--- config.mk ---
export PLATFORM = sky130hd
export DESIGN_NAME = cia64_div_step
export DESIGN_NICKNAME = d
export VERILOG_FILES = /design/src/cia64_pkg.sv /design/src/cia64_div_step.sv
export SDC_FILE = /design/constraint.sdc
export NUM_CORES = 1
export LEC_CHECK = 0
export ABC_CLOCK_PERIOD_IN_PS = 12800
export BUFFER_PORTS_ARGS = -buffer_cell sky130_fd_sc_hd__buf_2
export CORE_AREA = 2 2 210 212
export DETAILED_ROUTE_END_ITERATION = 8
export DIE_AREA = 0 0 212 214
export HOLD_SLACK_MARGIN = 0.02
export PLACE_DENSITY_LB_ADDON = 0.3
export SYNTH_ARGS = -nofsm -noshare
export SYNTH_HDL_FRONTEND = slang
export SYNTH_SLANG_ARGS = --single-unit
--- constraint.sdc ---
create_clock -name i_clk -period 12.8 [get_ports i_clk]
set_input_delay 3.84 -clock i_clk [delete_from_list [all_inputs] [get_ports i_clk]]
set_output_delay 3.84 -clock i_clk [all_outputs]
set_load 0.05 [all_outputs]
--- src/cia64_pkg.sv ---
`timescale 1ns / 1ps
// Shared types for the checked 64-bit constant ALU: request and response
// structs, operation codes and the pipeline stage records. No dependencies.
package cia64_pkg;

    localparam int unsigned DataW = 64;
    localparam int unsigned DivSteps = DataW;

    typedef enum logic [3:0] {
        OP_ADD = 4'd0,
        OP_SUB = 4'd1,
        OP_MUL = 4'd2,
        OP_DIV = 4'd3,
        OP_MOD = 4'd4,
        OP_AND = 4'd5,
        OP_OR  = 4'd6,
        OP_XOR = 4'd7,
        OP_SHL = 4'd8,
        OP_SHR = 4'd9,
        OP_NEG = 4'd10
    } t_op;

    localparam logic [3:0] OpLast = OP_NEG;
    localparam logic [DataW-1:0] MinMag = {1'b1, {(DataW-1){1'b0}}};
    localparam logic [DataW-1:0] MaxPos = {1'b0, {(DataW-1){1'b1}}};

    typedef struct packed {
        logic [3:0]       req_type;
        logic             left_negative;
        logic [DataW-1:0] left_magnitude;
        logic             right_negative;
        logic [DataW-1:0] right_magnitude;
    } t_req;

    typedef struct packed {
        logic             ok;
        logic             result_negative;
        logic [DataW-1:0] result_magnitude;
    } t_rsp;

    typedef struct packed {
        logic             valid;
        t_op              op;
        logic             ok;
        logic             sa;
        logic             sb;
        logic [DataW-1:0] a;
        logic [DataW-1:0] b;
        logic [DataW-1:0] ma;
        logic [DataW-1:0] mb;
    } t_dec;

    typedef struct packed {
        logic             valid;
        t_op              op;
        logic             ok;
        logic             sa;
        logic             qneg;
        logic [DataW-1:0] ma;
        logic [DataW-1:0] mb;
        logic [DataW-1:0] res;
        logic [DataW-1:0] pp0;
        logic [DataW-1:0] pp1;
        logic [DataW-1:0] pp2;
        logic [DataW-1:0] pp3;
    } t_mul;

    typedef struct packed {
        logic             valid;
        t_op              op;
        logic             ok;
        logic             sa;
        logic             qneg;
        logic [DataW-1:0] mb;
        logic [DataW-1:0] rem;
        logic [DataW-1:0] dq;
        logic             res_neg;
        logic [DataW-1:0] res_mag;
    } t_div;

endpackage

--- src/cia64_div_step.sv ---
`timescale 1ns / 1ps
// One registered step of the restoring divider: one quotient bit per stage.
// Depends on cia64_pkg for the stage record.
module cia64_div_step (
    input  logic            i_clk,
    input  logic            i_rst_n,
    input  logic            i_adv,
    input  cia64_pkg::t_div i_d,
    output cia64_pkg::t_div o_d
);
    import cia64_pkg::*;

    t_div                 r_d;
    t_div                 n_d;
    logic [DataW-1:0]     w_sh;
    logic [DataW:0]       w_diff;

    always_comb begin
        n_d    = i_d;
        w_sh   = {i_d.rem[DataW-2:0], i_d.dq[DataW-1]};
        w_diff = {1'b0, w_sh} - {1'b0, i_d.mb};
        if (!w_diff[DataW]) begin
            n_d.rem = w_diff[DataW-1:0];
            n_d.dq  = {i_d.dq[DataW-2:0], 1'b1};
        end else begin
            n_d.rem = w_sh;
            n_d.dq  = {i_d.dq[DataW-2:0], 1'b0};
        end
    end

    always_ff @(posedge i_clk) begin
        if (!i_rst_n) begin
            r_d.valid <= 1'b0;
        end else if (i_adv) begin
            r_d <= n_d;
        end
    end

    assign o_d = r_d;

endmodule

==> impl_metrics.json <==
{
  "critPathMaxFanout": 72,
  "cts_sinks": 265,
  "dpl_cell_area_um2": 15960,
  "rsz0062_at_grt": "false",
  "hp-class": "register to register",
  "postCtsSetupBuffers": 0,
  "fin_crit_ns": 7.119,
  "hold_buffers": 0,
  "syn_to_final_growth_pct": 33.34,
  "antenna_found_initial": 14,
  "fin_area_um2": 16950,
  "yosysTopAreaCellShare_pct": 62.38,
  "start_util_pct": 29.63,
  "dp_hpwl_um": 33600,
  "clock-root-buffer": "clkbuf_16",
  "core.rowCount": 76,
  "drive_above_1_share_pct": 37.95,
  "vias_per_cell": 4.661,
  "io_buffers": 531,
  "grt_pass1_wl_um": 61710,
  "drtIter0Drc": 649,
  "crit_required_ns": 13.12,
  "synth_cells": 1042,
  "first_pass_iters": 4,
  "async_flop_share_pct": 0,
  "rr_startpoint": "o_d[264]",
  "leakage_uw": 0.007315,
  "synth_edf_count": 264,
  "synth-main-ff-cell": "edfxtp_1",
  "yosys-top-cells-area": "edfxtp_1, ha_1, a21oi_1",
  "max_freq_ghz": 0.1405,
  "period_share_pct": 55.62,
  "fin_skew_ns": 0,
  "cap_violations": 0,
  "synth_area_um2": 12710,
  "drt-total-wl_um": 42370,
  "grt_pass1_vias": 10360,
  "holdCritStartpoint": "o_d[264]",
  "slew_violations": 0,
  "dr_total_vias": 10180,
  "final-setup-viol-count": 0,
  "post_cts_resized": 0,
  "relSlewSlack_pct": 32.28,
  "gp_congestion": 0.8231,
  "coreArea_um2": 42890,
  "fin_setup_tns_ns": 0,
  "end_kind": "register",
  "cts_buffers": 31,
  "clkTransAtPathRegs_ns": 0.06,
  "status": "completed",
  "die_w_um": 212,
  "synth.avg_cell_area_um2": 12.20,
  "synth_fp_nets": 1375,
  "finalHoldViolCount": 0,
  "synth.distinct_cells": 59,
  "yosysWarnings": 0,
  "synth-seq-area-share_pct": 62.54,
  "fillerInstances": 4220,
  "cts_tree": "done",
  "die_height_um": 214,
  "htree_levels": 1,
  "layout.nets": 1905,
  "grt-ovfl-total": 0,
  "vdd_ir_drop_max_mv": 0.09248,
  "grt_max_degree": 78,
  "remaining_drc_errors": 0,
  "crit_start": "i_d[128]",
  "grt_usage_pct": 17.88,
  "postRouteAntennaNets": 0,
  "hold_ws_ns": 0.5586,
  "critPathKind": "input pin to register",
  "insertion_delay_ns": 0.57,
  "crit_path_start_kind": "input pin",
  "wl_per_cell_um": 19.40,
  "arrival_ns": 7.43,
  "largest_reg_flops": 265,
  "ios": 533,
  "power_density_nw_per_um2": 149.6,
  "synth-seq-cells": 265,
  "clockBufferDepth": 3,
  "fin_util_pct": 39.51,
  "yosys.area.top_type": "edfxtp_1",
  "fp.dieArea_um2": 45370,
  "worst_slew_pin_slew_ns": 1.016
}
[cells by family after synthesis]
kind of cell,synth area share [%]
fa+ha+maj,6.459
flops,62.54
xor+xnor,4.204
simple gates,8.536
mux,1.408
compound gates,12.91
buf+inv,3.948
[metrics by stage]
stage / std cells / total power (uW) / setup WS, ns
global route: 2182 / 2651 / 5.411
detailed placement: 2124 / 1695 / 4.995
global placement: 2124 / 1690 / 4.988
floorplan: 1042 / 1524 / 2.339
finish: 2184 / 2536 / 5.681
CTS: 2179 / 2572 / 5.576
[cells in the final DEF, fill, tap and decap left out, drive strengths merged, types with 11 or more instances in the layout]
| cell | n |
|---|---|
| buf | 537 |
| edfxtp | 264 |
| a21oi | 134 |
| nor2 | 84 |
| inv | 84 |
| nand2 | 70 |
| ha | 64 |
| o21ai | 52 |
| clkbuf | 37 |
| xor2 | 31 |
| xnor2 | 30 |
| a21o | 26 |
| nand4 | 22 |
| mux2 | 15 |
| nor3 | 12 |
| a31oi | 11 |
[worst max-delay path, cell delays in order]
cell	delay (ns)
buf_2	0.09
inv_1	0.04
ha_1	0.22
fa_1	0.40
nand2b_1	0.19
a21o_1	0.20
a21oi_2	0.22
o31a_1	0.25
a22oi_1	0.18
a21oi_2	0.29
a31oi_1	0.24
o21ai_4	0.21
buf_4	0.61
mux2_2	0.41
[path summary, 6_finish.rpt]
path	endpoint	slack, ns	cells after the start
setup / recovery	o_d[179]	5.68	14
setup reg to reg	o_d[264]	12.18	2
hold / removal	o_d[264]	0.56	2
hold reg to reg	o_d[264]	0.56	2
[where the power goes]
group	total (uW)	switching [uW]	internal [uW]	leakage, uW
registers	1050	14.6	1040	0.00249
logic	626	454	173	0.00435
clock network	859	356	503	0.000473
[synth_stat cells (2+ instances only)]
library cell / instances
a211oi_1: 2
a21boi_0: 2
a21o_1: 26
a21oi_1: 132
a21oi_2: 2
a22oi_1: 3
a31oi_1: 11
and3_1: 6
and4_1: 4
buf_2: 5
buf_4: 7
buf_6: 2
clkbuf_1: 26
edfxtp_1: 264
ha_1: 64
inv_1: 81
mux2_2: 15
nand2_1: 70
nand2b_1: 6
nand3_1: 10
nand4_1: 22
nor2_1: 84
nor2b_1: 6
nor3_1: 12
nor3b_1: 2
nor4_1: 5
o211a_1: 2
o211ai_1: 3
o21a_1: 9
o21ai_0: 47
o21ai_1: 4
o21bai_1: 8
o221ai_1: 3
o22ai_1: 4
o31ai_1: 5
or2_2: 2
or3_1: 5
xnor2_1: 30
xor2_1: 31
[metal layers]
layer	vias to the layer above	share of wire, %	wire (um)	GRT usage, %
met2	414	48	20380	30.79
met4	14	4.5	1908	7.934
met5	-	0.23	97	0
li1	4919	-	-	-
met3	98	8.8	3711	5.278
met1	4735	38	16270	20.39
[final cells by class]
| class | count | area (um2) | area share (%) |
|---|---|---|---|
| diodes | 5 | 12.51 | 0.07384 |
| clock buffers | 37 | 798.3 | 4.711 |
| clock inverters | 18 | 178.9 | 1.056 |
| inverters | 81 | 304.0 | 1.794 |
| multi-input cells | 656 | 4269 | 25.19 |
| flip-flops and latches | 265 | 7948 | 46.90 |
| well taps | 585 | 732.0 | 4.320 |
| repair buffers | 537 | 2703 | 15.95 |
No activity file was read; power rests on OpenSTA's default activity.
